File: config.mk
export PLATFORM = sky130hd
export DESIGN_NAME = i2c_bus_sniffer_message_capture
export DESIGN_NICKNAME = d
export VERILOG_FILES = /design/src/rtl/i2cbs_pkg.sv /design/src/rtl/i2cbs_ram.sv /design/src/rtl/i2c_bus_sniffer_message_capture.sv
export VERILOG_INCLUDE_DIRS = /design/src /design/src/rtl
export SDC_FILE = /design/constraint.sdc
export NUM_CORES = 1
export LEC_CHECK = 0
export BUFFER_PORTS_ARGS = -buffer_cell sky130_fd_sc_hd__buf_2
export CAP_MARGIN = 10
export CORE_UTILIZATION = 35
export CTS_BUF_LIST = sky130_fd_sc_hd__clkbuf_2 sky130_fd_sc_hd__clkbuf_4 sky130_fd_sc_hd__clkbuf_8
export DETAILED_ROUTE_END_ITERATION = 8
export PLACE_DENSITY = 0.58
export SLEW_MARGIN = 15
export SYNTH_ARGS = -nofsm -noshare
export SYNTH_HDL_FRONTEND = slang
export SYNTH_SLANG_ARGS = --single-unit
export TNS_END_PERCENT = 50
File: constraint.sdc
create_clock -name i_clk -period 3.2 [get_ports i_clk]
set_input_delay 0.64 -clock i_clk [delete_from_list [all_inputs] [get_ports i_clk]]
set_output_delay 0.64 -clock i_clk [all_outputs]
set_load 0.03 [all_outputs]
File: src/rtl/i2c_bus_sniffer_message_capture_macros.svh
// Assertion macros used by the RTL file that checks itself.
`ifndef I2C_BUS_SNIFFER_MESSAGE_CAPTURE_MACROS_SVH
`define I2C_BUS_SNIFFER_MESSAGE_CAPTURE_MACROS_SVH

`ifndef NO_ASSERTIONS

`define I2CBS_ASSERT_IMP(label, clk, rst_n, ante, cons) \
    label: assert property (@(posedge clk) disable iff (!(rst_n)) (ante) |-> (cons)) \
        else $error("assertion failed");

`define I2CBS_ASSERT_NXT(label, clk, rst_n, ante, cons) \
    label: assert property (@(posedge clk) disable iff (!(rst_n)) (ante) |=> (cons)) \
        else $error("assertion failed");

`else

`define I2CBS_ASSERT_IMP(label, clk, rst_n, ante, cons)

`define I2CBS_ASSERT_NXT(label, clk, rst_n, ante, cons)

`endif

`endif

File: src/rtl/i2cbs_pkg.sv
`timescale 1ns / 1ps

package i2cbs_pkg;

    localparam int STORE_DEPTH_DEF = 32;
    localparam int LEN_W           = 6;
    localparam int BYTE_W          = 8;
    localparam int BITCNT_W        = 4;

    localparam logic [LEN_W-1:0]    LENGTH_RESET = 6'd26;
    localparam logic [BITCNT_W-1:0] DATA_BITS    = 4'd8;
    localparam logic [BYTE_W-1:0]   CODE_SPACE   = 8'h20;
    localparam logic [BYTE_W-1:0]   CODE_TILDE   = 8'h7E;

    typedef enum logic [1:0] {
        ST_IDLE,
        ST_READ,
        ST_SHOW
    } t_state;

    function automatic logic [BYTE_W-1:0] printable_or_space(input logic [BYTE_W-1:0] code);
        logic [BYTE_W-1:0] result;
        result = CODE_SPACE;
        if (code >= CODE_SPACE && code <= CODE_TILDE) begin
            result = code;
        end
        return result;
    endfunction

endpackage

File: src/rtl/i2cbs_ram.sv
`timescale 1ns / 1ps

module i2cbs_ram #(
    parameter int WIDTH = 8,
    parameter int DEPTH = 32
) (
    input  logic                     i_clk,
    input  logic                     i_wr_en,
    input  logic [$clog2(DEPTH)-1:0] i_wr_addr,
    input  logic [WIDTH-1:0]         i_wr_data,
    input  logic                     i_rd_en,
    input  logic [$clog2(DEPTH)-1:0] i_rd_addr,
    output logic [WIDTH-1:0]         o_rd_data
);

    logic [WIDTH-1:0] r_mem [DEPTH];
    logic [WIDTH-1:0] r_rd_data;

    always_ff @(posedge i_clk) begin
        if (i_wr_en) begin
            r_mem[i_wr_addr] <= i_wr_data;
        end
        if (i_rd_en) begin
            r_rd_data <= r_mem[i_rd_addr];
        end
    end

    assign o_rd_data = r_rd_data;

endmodule

File: src/rtl/i2c_bus_sniffer_message_capture.sv
`timescale 1ns / 1ps
`include "i2c_bus_sniffer_message_capture_macros.svh"
// Passive I2C bus monitor that captures fixed-length messages.
// Input channel (i_in_valid/o_in_ready): one beat carries one sample of the
// SCL and SDA line levels. Edges are found against the previous beat.
// Output channel (o_out_valid/i_out_ready): one beat per captured byte, with
// o_last_byte high on the final byte of a message.
// Configuration channel (i_cfg_valid/o_cfg_ready): writes the message length.
// While no message is being read out, samples stream at one per cycle. A stop
// condition that closes a message stops input for the readout: each byte is
// first read from the message store into a register and then held on the
// output until the receiver takes it. The next sample is taken once the last
// byte of the message has been taken.
// The output is held unchanged while the receiver stalls, and the readout
// simply waits for it.
// Reset returns the line history to idle high, leaves frame mode, clears the
// byte count and sets the message length to 26. The message store is not
// cleared; only written entries are ever read.
module i2c_bus_sniffer_message_capture #(
    parameter int STORE_DEPTH = i2cbs_pkg::STORE_DEPTH_DEF
) (
    input  logic                         i_clk,
    input  logic                         i_rst_n,
    input  logic                         i_in_valid,
    output logic                         o_in_ready,
    input  logic                         i_scl_level,
    input  logic                         i_sda_level,
    output logic                         o_out_valid,
    input  logic                         i_out_ready,
    output logic [i2cbs_pkg::BYTE_W-1:0] o_message_byte,
    output logic                         o_last_byte,
    input  logic                         i_cfg_valid,
    output logic                         o_cfg_ready,
    input  logic [i2cbs_pkg::LEN_W-1:0]  i_cfg_message_length
);

    localparam int CW    = $clog2(STORE_DEPTH + 1);
    localparam int AW    = $clog2(STORE_DEPTH);
    localparam int CMP_W = (CW > i2cbs_pkg::LEN_W) ? CW : i2cbs_pkg::LEN_W;
    localparam logic [CMP_W-1:0] DEPTH_C = CMP_W'(STORE_DEPTH);

    i2cbs_pkg::t_state r_state, n_state;

    logic                              r_prev_scl, n_prev_scl;
    logic                              r_prev_sda, n_prev_sda;
    logic                              r_in_frame, n_in_frame;
    logic [i2cbs_pkg::BITCNT_W-1:0]    r_bit_cnt, n_bit_cnt;
    logic [i2cbs_pkg::BYTE_W-1:0]      r_shift, n_shift;
    logic [CW-1:0]                     r_count, n_count;
    logic [i2cbs_pkg::LEN_W-1:0]       r_msg_len, n_msg_len;
    logic [AW-1:0]                     r_rd_idx, n_rd_idx;
    logic [CW-1:0]                     r_rd_len, n_rd_len;

    logic                              w_in_acc;
    logic                              w_wr_en;
    logic                              w_emit;
    logic                              w_rd_en;
    logic [CMP_W-1:0]                  w_cnt_ext;
    logic [CMP_W-1:0]                  w_len_ext;
    logic [i2cbs_pkg::BYTE_W-1:0]      w_rd_data;

    assign w_in_acc  = i_in_valid && o_in_ready;
    assign w_cnt_ext = CMP_W'(r_count);
    assign w_len_ext = CMP_W'(r_msg_len);

    always_comb begin
        n_prev_scl = r_prev_scl;
        n_prev_sda = r_prev_sda;
        n_in_frame = r_in_frame;
        n_bit_cnt  = r_bit_cnt;
        n_shift    = r_shift;
        n_count    = r_count;
        n_msg_len  = r_msg_len;
        n_rd_idx   = r_rd_idx;
        n_rd_len   = r_rd_len;
        w_wr_en    = 1'b0;
        w_emit     = 1'b0;

        if (i_cfg_valid && o_cfg_ready) begin
            n_msg_len = i_cfg_message_length;
        end

        if (w_in_acc) begin
            n_prev_scl = i_scl_level;
            n_prev_sda = i_sda_level;
            if (i_scl_level != r_prev_scl) begin
                if (i_scl_level && r_in_frame) begin
                    if (r_bit_cnt < i2cbs_pkg::DATA_BITS) begin
                        n_shift   = {r_shift[i2cbs_pkg::BYTE_W-2:0], i_sda_level};
                        n_bit_cnt = r_bit_cnt + 1'b1;
                    end else begin
                        if (w_cnt_ext >= w_len_ext || w_cnt_ext >= DEPTH_C) begin
                            n_count = '0;
                        end else begin
                            w_wr_en = 1'b1;
                            n_count = r_count + 1'b1;
                        end
                        n_bit_cnt = '0;
                        n_shift   = '0;
                    end
                end
            end else if (i_sda_level != r_prev_sda && i_scl_level) begin
                n_bit_cnt = '0;
                n_shift   = '0;
                if (i_sda_level) begin
                    n_in_frame = 1'b0;
                    if (w_cnt_ext == w_len_ext && r_count != '0) begin
                        w_emit   = 1'b1;
                        n_rd_len = r_count;
                        n_rd_idx = '0;
                    end
                    n_count = '0;
                end else begin
                    n_in_frame = 1'b1;
                end
            end
            if (CMP_W'(n_count) > w_len_ext) begin
                n_count = '0;
            end
        end

        if (r_state == i2cbs_pkg::ST_SHOW && i_out_ready) begin
            n_rd_idx = r_rd_idx + 1'b1;
        end
    end

    always_comb begin
        n_state = r_state;
        unique case (r_state)
            i2cbs_pkg::ST_IDLE: begin
                if (w_emit) begin
                    n_state = i2cbs_pkg::ST_READ;
                end
            end
            i2cbs_pkg::ST_READ: begin
                n_state = i2cbs_pkg::ST_SHOW;
            end
            i2cbs_pkg::ST_SHOW: begin
                if (i_out_ready) begin
                    n_state = o_last_byte ? i2cbs_pkg::ST_IDLE : i2cbs_pkg::ST_READ;
                end
            end
            default: begin
                n_state = i2cbs_pkg::ST_IDLE;
            end
        endcase
    end

    always_comb begin
        o_in_ready  = 1'b0;
        o_cfg_ready = 1'b0;
        o_out_valid = 1'b0;
        w_rd_en     = 1'b0;
        unique case (r_state)
            i2cbs_pkg::ST_IDLE: begin
                o_in_ready  = 1'b1;
                o_cfg_ready = 1'b1;
            end
            i2cbs_pkg::ST_READ: begin
                w_rd_en = 1'b1;
            end
            i2cbs_pkg::ST_SHOW: begin
                o_out_valid = 1'b1;
            end
            default: begin
                o_in_ready = 1'b0;
            end
        endcase
    end

    assign o_last_byte = (CW'(r_rd_idx) + CW'(1)) == r_rd_len;

    always_ff @(posedge i_clk) begin
        if (!i_rst_n) begin
            r_state    <= i2cbs_pkg::ST_IDLE;
            r_prev_scl <= 1'b1;
            r_prev_sda <= 1'b1;
            r_in_frame <= 1'b0;
            r_bit_cnt  <= '0;
            r_shift    <= '0;
            r_count    <= '0;
            r_msg_len  <= i2cbs_pkg::LENGTH_RESET;
        end else begin
            r_state    <= n_state;
            r_prev_scl <= n_prev_scl;
            r_prev_sda <= n_prev_sda;
            r_in_frame <= n_in_frame;
            r_bit_cnt  <= n_bit_cnt;
            r_shift    <= n_shift;
            r_count    <= n_count;
            r_msg_len  <= n_msg_len;
        end
    end

    always_ff @(posedge i_clk) begin
        r_rd_idx <= n_rd_idx;
        r_rd_len <= n_rd_len;
    end

    i2cbs_ram #(
        .WIDTH(i2cbs_pkg::BYTE_W),
        .DEPTH(STORE_DEPTH)
    ) u_store (
        .i_clk     (i_clk),
        .i_wr_en   (w_wr_en),
        .i_wr_addr (r_count[AW-1:0]),
        .i_wr_data (i2cbs_pkg::printable_or_space(r_shift)),
        .i_rd_en   (w_rd_en),
        .i_rd_addr (r_rd_idx),
        .o_rd_data (w_rd_data)
    );

    assign o_message_byte = w_rd_data;

    `I2CBS_ASSERT_IMP(a_count_in_range, i_clk, i_rst_n, 1'b1, CMP_W'(r_count) <= DEPTH_C)
    `I2CBS_ASSERT_IMP(a_no_input_in_readout, i_clk, i_rst_n, o_out_valid, !o_in_ready)
    `I2CBS_ASSERT_NXT(a_last_ends_readout, i_clk, i_rst_n, o_out_valid && i_out_ready && o_last_byte, o_in_ready)
    `I2CBS_ASSERT_NXT(a_readout_continues, i_clk, i_rst_n, o_out_valid && i_out_ready && !o_last_byte, !o_in_ready && !o_out_valid)

endmodule
Yosys cells after proc, flatten, opt, wreduce, memory -nomap -nowiden
Memory sizes are Yosys's and may differ from the RTL's. A register that Yosys moved wholly into a read port is not among the register bits.
Cells that the tools add are included.
- $add $sub $neg: 4
- magnitude comparators: 6
- equality and inequality tests: 10
- muxes and demuxes: 43
- bitwise logic cells: 1
- reductions and logical operators: 20
- operators with widths (kind ; count):
    two-way mux 6 bit ; 8
    two-way mux 8 bit ; 5
    two-way mux 5 bit ; 6
    two-way mux 1 bit ; 17
    two-way mux 4 bit ; 4
    == test 6 bit ; 2
    AND reduction 5 bit ; 2
    nonzero test 2 bit ; 5
    >= comparator 8 x 6 -> 1 bit (second input constant) ; 1
    <= comparator 8 x 7 -> 1 bit (second input constant) ; 1
    logical AND 1 bit ; 7
    adder 5 x 1 -> 6 bit (second input constant) ; 1
    adder 6 x 1 -> 6 bit (second input constant) ; 1
    >= comparator 6 bit ; 1
    >= comparator 6 bit (second input constant) ; 1
    greater-than comparator 6 bit ; 1
    one-hot mux 2 bit (3 select lines) ; 1
    AND reduction 3 bit ; 2
    nonzero test 6 bit ; 1
    adder 5 x 1 -> 5 bit (second input constant) ; 1
    adder 4 x 1 -> 4 bit (second input constant) ; 1
    < comparator 4 bit (second input constant) ; 1
    two-way mux 2 bit ; 2
    != test 2 x 1 -> 1 bit (second input constant) ; 2
    8 further kinds ; 10
- flip-flop bits (word level): 40
- RAM bits: 256
- bits of input ports: 13
- output and inout port bits: 12
- word-level logic and storage cells: 95
- memories kept: 1
- memories (name ; words ; width ; read ports ; clocked after memory_dff ; wr ports ; line ; RTL):
    u_store.r_mem ; 32 ; 8 ; 1 ; 1 ; 1 ; i2cbs_ram.sv:16 ; logic [WIDTH-1:0] r_mem [DEPTH];

Depth between registers and ports, before layout
- depth in word-level cells: 9
- gate-level depth with buffers: 14
- gate-level depth less buffers: 13

By module
Synthesis repeated with hierarchy kept, for this count alone.
- cell total of the unflattened synthesis: 660
- area total of the unflattened synthesis: 12411.9 sq um
- by module, submodules not included (module ; instances ; cells an instance ; area each (sq um) ; seq. area each (sq um)):
    i2cbs_ram ; 1 ; 417 ; 10133.5 ; 7927.6
    i2c_bus_sniffer_message_capture ; 1 ; 243 ; 2278.4 ; 910.9

Worst setup path before layout
OpenSTA, ideal clock, no wires.
- kind: register to register
- from: register r_count[0]
- to: register r_count[0]
- library setup time: 0.117 ns
- arrival: 3.103 ns
- data required time: 3.083 ns
- path slack: -0.020 ns
- stages on the path, launching flop included: 15
- path buffers: 1
- period minus slack after synthesis: 3.220 ns
- cells stage by stage: dfxtp_1 inv_1 ha_1 nor3b_1 nor3_1 nor2_1 clkbuf_1 o211ai_1 a21oi_1 ha_1 and4_1 nand4_1 a21bo_2 a41o_1 a22o_1
- word-level cells in the longest chain between the ends: 9
- elaborated cells on any way between the ends: 13
- those cells by class: add/sub: 1; order compare: 3; mux: 8; reduce/logical: 1
- ends and longest elaborated chain (what ; line ; RTL):
    start, declared ; i2c_bus_sniffer_message_capture.sv:49 ; logic [CW-1:0] r_count, n_count;
    start signal, assigned ; i2c_bus_sniffer_message_capture.sv:190 ; r_count <= n_count;
    >= comparator 6 bit ; i2c_bus_sniffer_message_capture.sv:92 ; if (w_cnt_ext >= w_len_ext || w_cnt_ext >= DEPTH_C) begin
    logical OR 1 bit ; i2c_bus_sniffer_message_capture.sv:92 ;
    two-way mux 6 bit ; i2c_bus_sniffer_message_capture.sv:92 ;
    two-way mux 6 bit ; i2c_bus_sniffer_message_capture.sv:88 ; if (r_bit_cnt < i2cbs_pkg::DATA_BITS) begin
    two-way mux 6 bit ; i2c_bus_sniffer_message_capture.sv:87 ; if (i_scl_level && r_in_frame) begin
    two-way mux 6 bit * ; i2c_bus_sniffer_message_capture.sv:86 ; if (i_scl_level != r_prev_scl) begin
    two-way mux 6 bit * ; i2c_bus_sniffer_message_capture.sv:83 ; if (w_in_acc) begin
    greater-than comparator 6 bit ; i2c_bus_sniffer_message_capture.sv:117 ; if (CMP_W'(n_count) > w_len_ext) begin
    two-way mux 6 bit * ; i2c_bus_sniffer_message_capture.sv:117 ;
Every way passes the cells marked *; elsewhere a longest branch is shown, timed or not. The select of a mux whose other input is x is not followed.
A chain may end at the register's enable or synchronous reset.

Worst setup path in the final report
- from: register r_rd_idx[0]
- to: output o_last_byte
- word-level cells in the longest chain between the ends: 2
- ends and longest elaborated chain (what ; line ; RTL):
    start, declared ; i2c_bus_sniffer_message_capture.sv:51 ; logic [AW-1:0] r_rd_idx, n_rd_idx;
    start signal, assigned ; i2c_bus_sniffer_message_capture.sv:196 ; r_rd_idx <= n_rd_idx;
    adder 5 x 1 -> 6 bit ; i2c_bus_sniffer_message_capture.sv:171 ; assign o_last_byte = (CW'(r_rd_idx) + CW'(1)) == r_rd_len;
    == test 6 bit ; i2c_bus_sniffer_message_capture.sv:171 ;
    end, declared ; i2c_bus_sniffer_message_capture.sv:31 ; output logic o_last_byte,
Every way passes these cells.

==> results.py <==
metrics = {
    "outcome": {
        "outcome": "complete, no violations",
    },
    "routing": {
        "drc": 0,
        "drtAntennaViolNets": 0,
        "dr.pass1.iters": 5,
        "wl_um": 25900,
        "viasPerCell": 4.95,
        "wl_per_cell_um": 19.5,
        "vias": 6562,
        "drt_iter0_drc": 498,
    },
    "layout": {
        "final_cell_mix": "edfxtp_1, mux4_2, buf_4",
        "final_common_cell": "edfxtp_1",
        "utilization": 0.423,
        "drive_above_1_share": 0.301,
        "synthToLayoutAreaGrowth_pct": 18.4,
        "stdcell_count": 1326,
        "nets": 866,
        "num-fill-cells": 3073,
        "num_antenna_cells": 0,
    },
    "critical_path": {
        "reg2reg_from": "r_msg_len[4]",
        "critPathMaxFanout": 29,
        "end_kind": "primary output",
        "reg2reg_slack_ns": 0.17,
        "slowest_stage": "edfxtp_1",
        "critPathRequiredTime_ns": 2.56,
        "crit_chain": "buf_4, clkbuf_16, xor2_1, nand3_1, nor4_4, buf_6",
        "rr_endpoint": "r_count[0]",
        "worstPathArrival_ns": 2.42,
        "slowest_delay_ns": 0.47,
        "critPathKind": "reg2out",
        "r2r_cells": 14,
        "worstSetupStartpointType": "flop",
    },
    "floorplanning": {
        "io_pins": 25,
        "dieWidth_um": 191,
        "core_um2": 34800,
        "dieArea_um2": 36300,
        "start_util": 0.358,
        "core.rowCount": 68,
        "die_height_um": 191,
    },
    "pwr": {
        "comb_power_share": 0.012,
        "vdd_drop_max_mv": 0.324,
        "power_density_nw_per_um2": 519,
        "internal_power_mw": 6.11,
        "netSwitchingFraction": 0.200,
        "switchingPower_mw": 1.53,
        "power_frac_clock": 0.427,
        "p_seq_frac": 0.561,
        "power.leakage_nw": 4.46,
    },
    "clocking": {
        "cts_made_buffers": 50,
        "worstSkewPairLatency_ns": 0.58,
        "clk_pin_slew_ns": 0.06,
        "cts_tree": "done",
        "cts.sinks": 304,
        "htree_levels": 2,
        "ctsRootBufferMaster": "clkbuf_8",
        "clk_path_buf_depth": 3,
    },
    "sta": {
        "report.final.setup_viol": 0,
        "holdWs_ns": 0.326,
        "post-route-min-period_ns": 3.06,
        "hold_viol": 0,
        "clock_skew_ns": 0.0362,
        "post-route-period-util": 0.958,
        "slew_viol_final": 0,
        "fmax_mhz": 326,
        "worst_slack_ns": 0.135,
    },
    "yosys": {
        "synth_edf_count": 275,
        "syn_area_per_cell_um2": 18.0,
        "async_flop_share": 0,
        "yosysWarnings": 0,
        "synth_cell_types": 54,
        "synthFlopType": "edfxtp_1",
        "synth_area_um2": 12400,
        "yosysSeqAreaShare": 0.710,
        "synth-seq-cells": 304,
        "synthCells": 691,
    },
    "min_path": {
        "holdPathEnd": "r_msg_len[0]",
        "min_path_cells": 3,
        "hold_path_startpoint": "i_cfg_message_length[0]",
        "hp-class": "in2reg",
    },
    "global_route": {
        "antenna_found_initial": 0,
        "grt_first_pass_wirelength_um": 39700,
        "grt_usage": 0.146,
        "grt_pass1_vias": 6616,
        "grt-ovfl-total": 0,
        "grt_max_degree": 58,
    },
    "placement": {
        "dp_cells": 1233,
        "hpwl_um": 15700,
        "dp_slack_ns": 0.0796,
        "place.gp.congestion": 0.841,
        "port-buffer-count": 24,
    },
    "run": {
        "cap_violations": 0,
    },
}
-- cell type report --
type / instances / area (µm²) / share of cell area
sequential: 304 / 8840 / 0.600
multi-input combinational: 370 / 3600 / 0.244
inverter: 14 / 52.6 / 0.00357
clock buffer: 71 / 852 / 0.0578
tap: 455 / 569 / 0.0386
timing repair buffer: 95 / 697 / 0.0473
clock inverter: 17 / 120 / 0.00815
-- registers in the layout, summed over array words and instances (netlist names) --
| register | flops |
|---|---|
| r_bit_cnt | 4 |
| r_count | 6 |
| r_in_frame | 1 |
| r_msg_len | 6 |
| r_prev_scl | 1 |
| r_prev_sda | 1 |
| r_rd_idx | 5 |
| r_rd_len | 6 |
| r_shift | 8 |
| r_state | 2 |
| u_store.o_rd_data | 8 |
| u_store.r_mem | 256 |
-- repair_timing --
action / CTS / global route
resized for setup: 1 / 18
gates cloned: 0 / 1
setup endpoints to repair: 1 / 6
pin swaps: 0 / 11
hold buffers: 0 / 0
setup buffers: 0 / 4
-- critical path: cells and delay by family, from the launching register on --
family / cells / cell delay (ns)
buf+inv: 3 / 0.61
simple gates: 2 / 0.59
flops: 1 / 0.47
xor+xnor: 1 / 0.20
-- metrics by stage --
stage          power, mW  TNS, ns  area (µm²)
2_1_floorplan       4.43        0       12600
4_1_cts             7.74        0       14600
6_report            7.64        0       14700
5_1_grt             7.92  -0.0220       14700
3_3_place_gp        4.45        0       13600
3_5_place_dp        4.45        0       13600
-- power groups by stage --
stage | registers, mW | logic [mW] | clock network [mW]
after global routing | 4.29 | 0.102 | 3.53
after global placement | 4.37 | 0.0835 | 0
after detailed placement | 4.37 | 0.0845 | 0
final | 4.29 | 0.0902 | 3.27
after floorplan | 4.37 | 0.0596 | 0
after CTS | 4.29 | 0.0851 | 3.37
-- worst max path at each step --
stage / startpoint / end / slack [ns] / cells past startpoint
floorplan: r_count[0] / r_count[0] / 0.06 / 14
global placement: r_msg_len[5] / r_count[0] / 0.14 / 14
detailed placement: r_msg_len[5] / r_count[0] / 0.08 / 14
CTS: r_rd_idx[0] / o_last_byte / 0.007 / 6
global route: r_rd_idx[0] / o_last_byte / -0.02 / 6
finish: r_rd_idx[0] / o_last_byte / 0.14 / 6
-- cell usage after synthesis (5+ instances only) --
cell      instances  area (µm²)
o21a_1            8        60.1
nor4_1            5        31.3
nand2_1          30         113
and2_1            7        43.8
nand3_1           9        45.0
nor2_1           65         244
clkbuf_1         18        67.6
mux4_2           73        1640
a21oi_1          10        50.1
inv_1            14        52.6
mux2i_1          24         240
edfxtp_1        275        8260
ha_1             18         225
nand4_1          10        62.6
dfxtp_1          29         581
buf_4             5        37.5
xnor2_1           6        52.6
a22oi_1           9        67.6
buf_2             8        40.0
xor2_1            6        52.6
-- per-layer routing --
layer | up-vias | GRT usage | share of wire
li1 | 3029 | - | -
met3 | 44 | 0.0256 | 0.066
met4 | 0 | 0.0422 | 0.018
met2 | 191 | 0.227 | 0.46
met1 | 3298 | 0.210 | 0.46
met5 | - | 0 | 0
-- logic make-up after synthesis --
kind of cell,after synthesis,synth area share
compound gates,55,0.0312
fa+ha+maj,18,0.0181
flops,304,0.710
buf+inv,48,0.0174
mux,98,0.152
simple gates,154,0.0602
xor+xnor,13,0.0103
other cells,1,0.000301
Power figures use the tool's default switching activity.
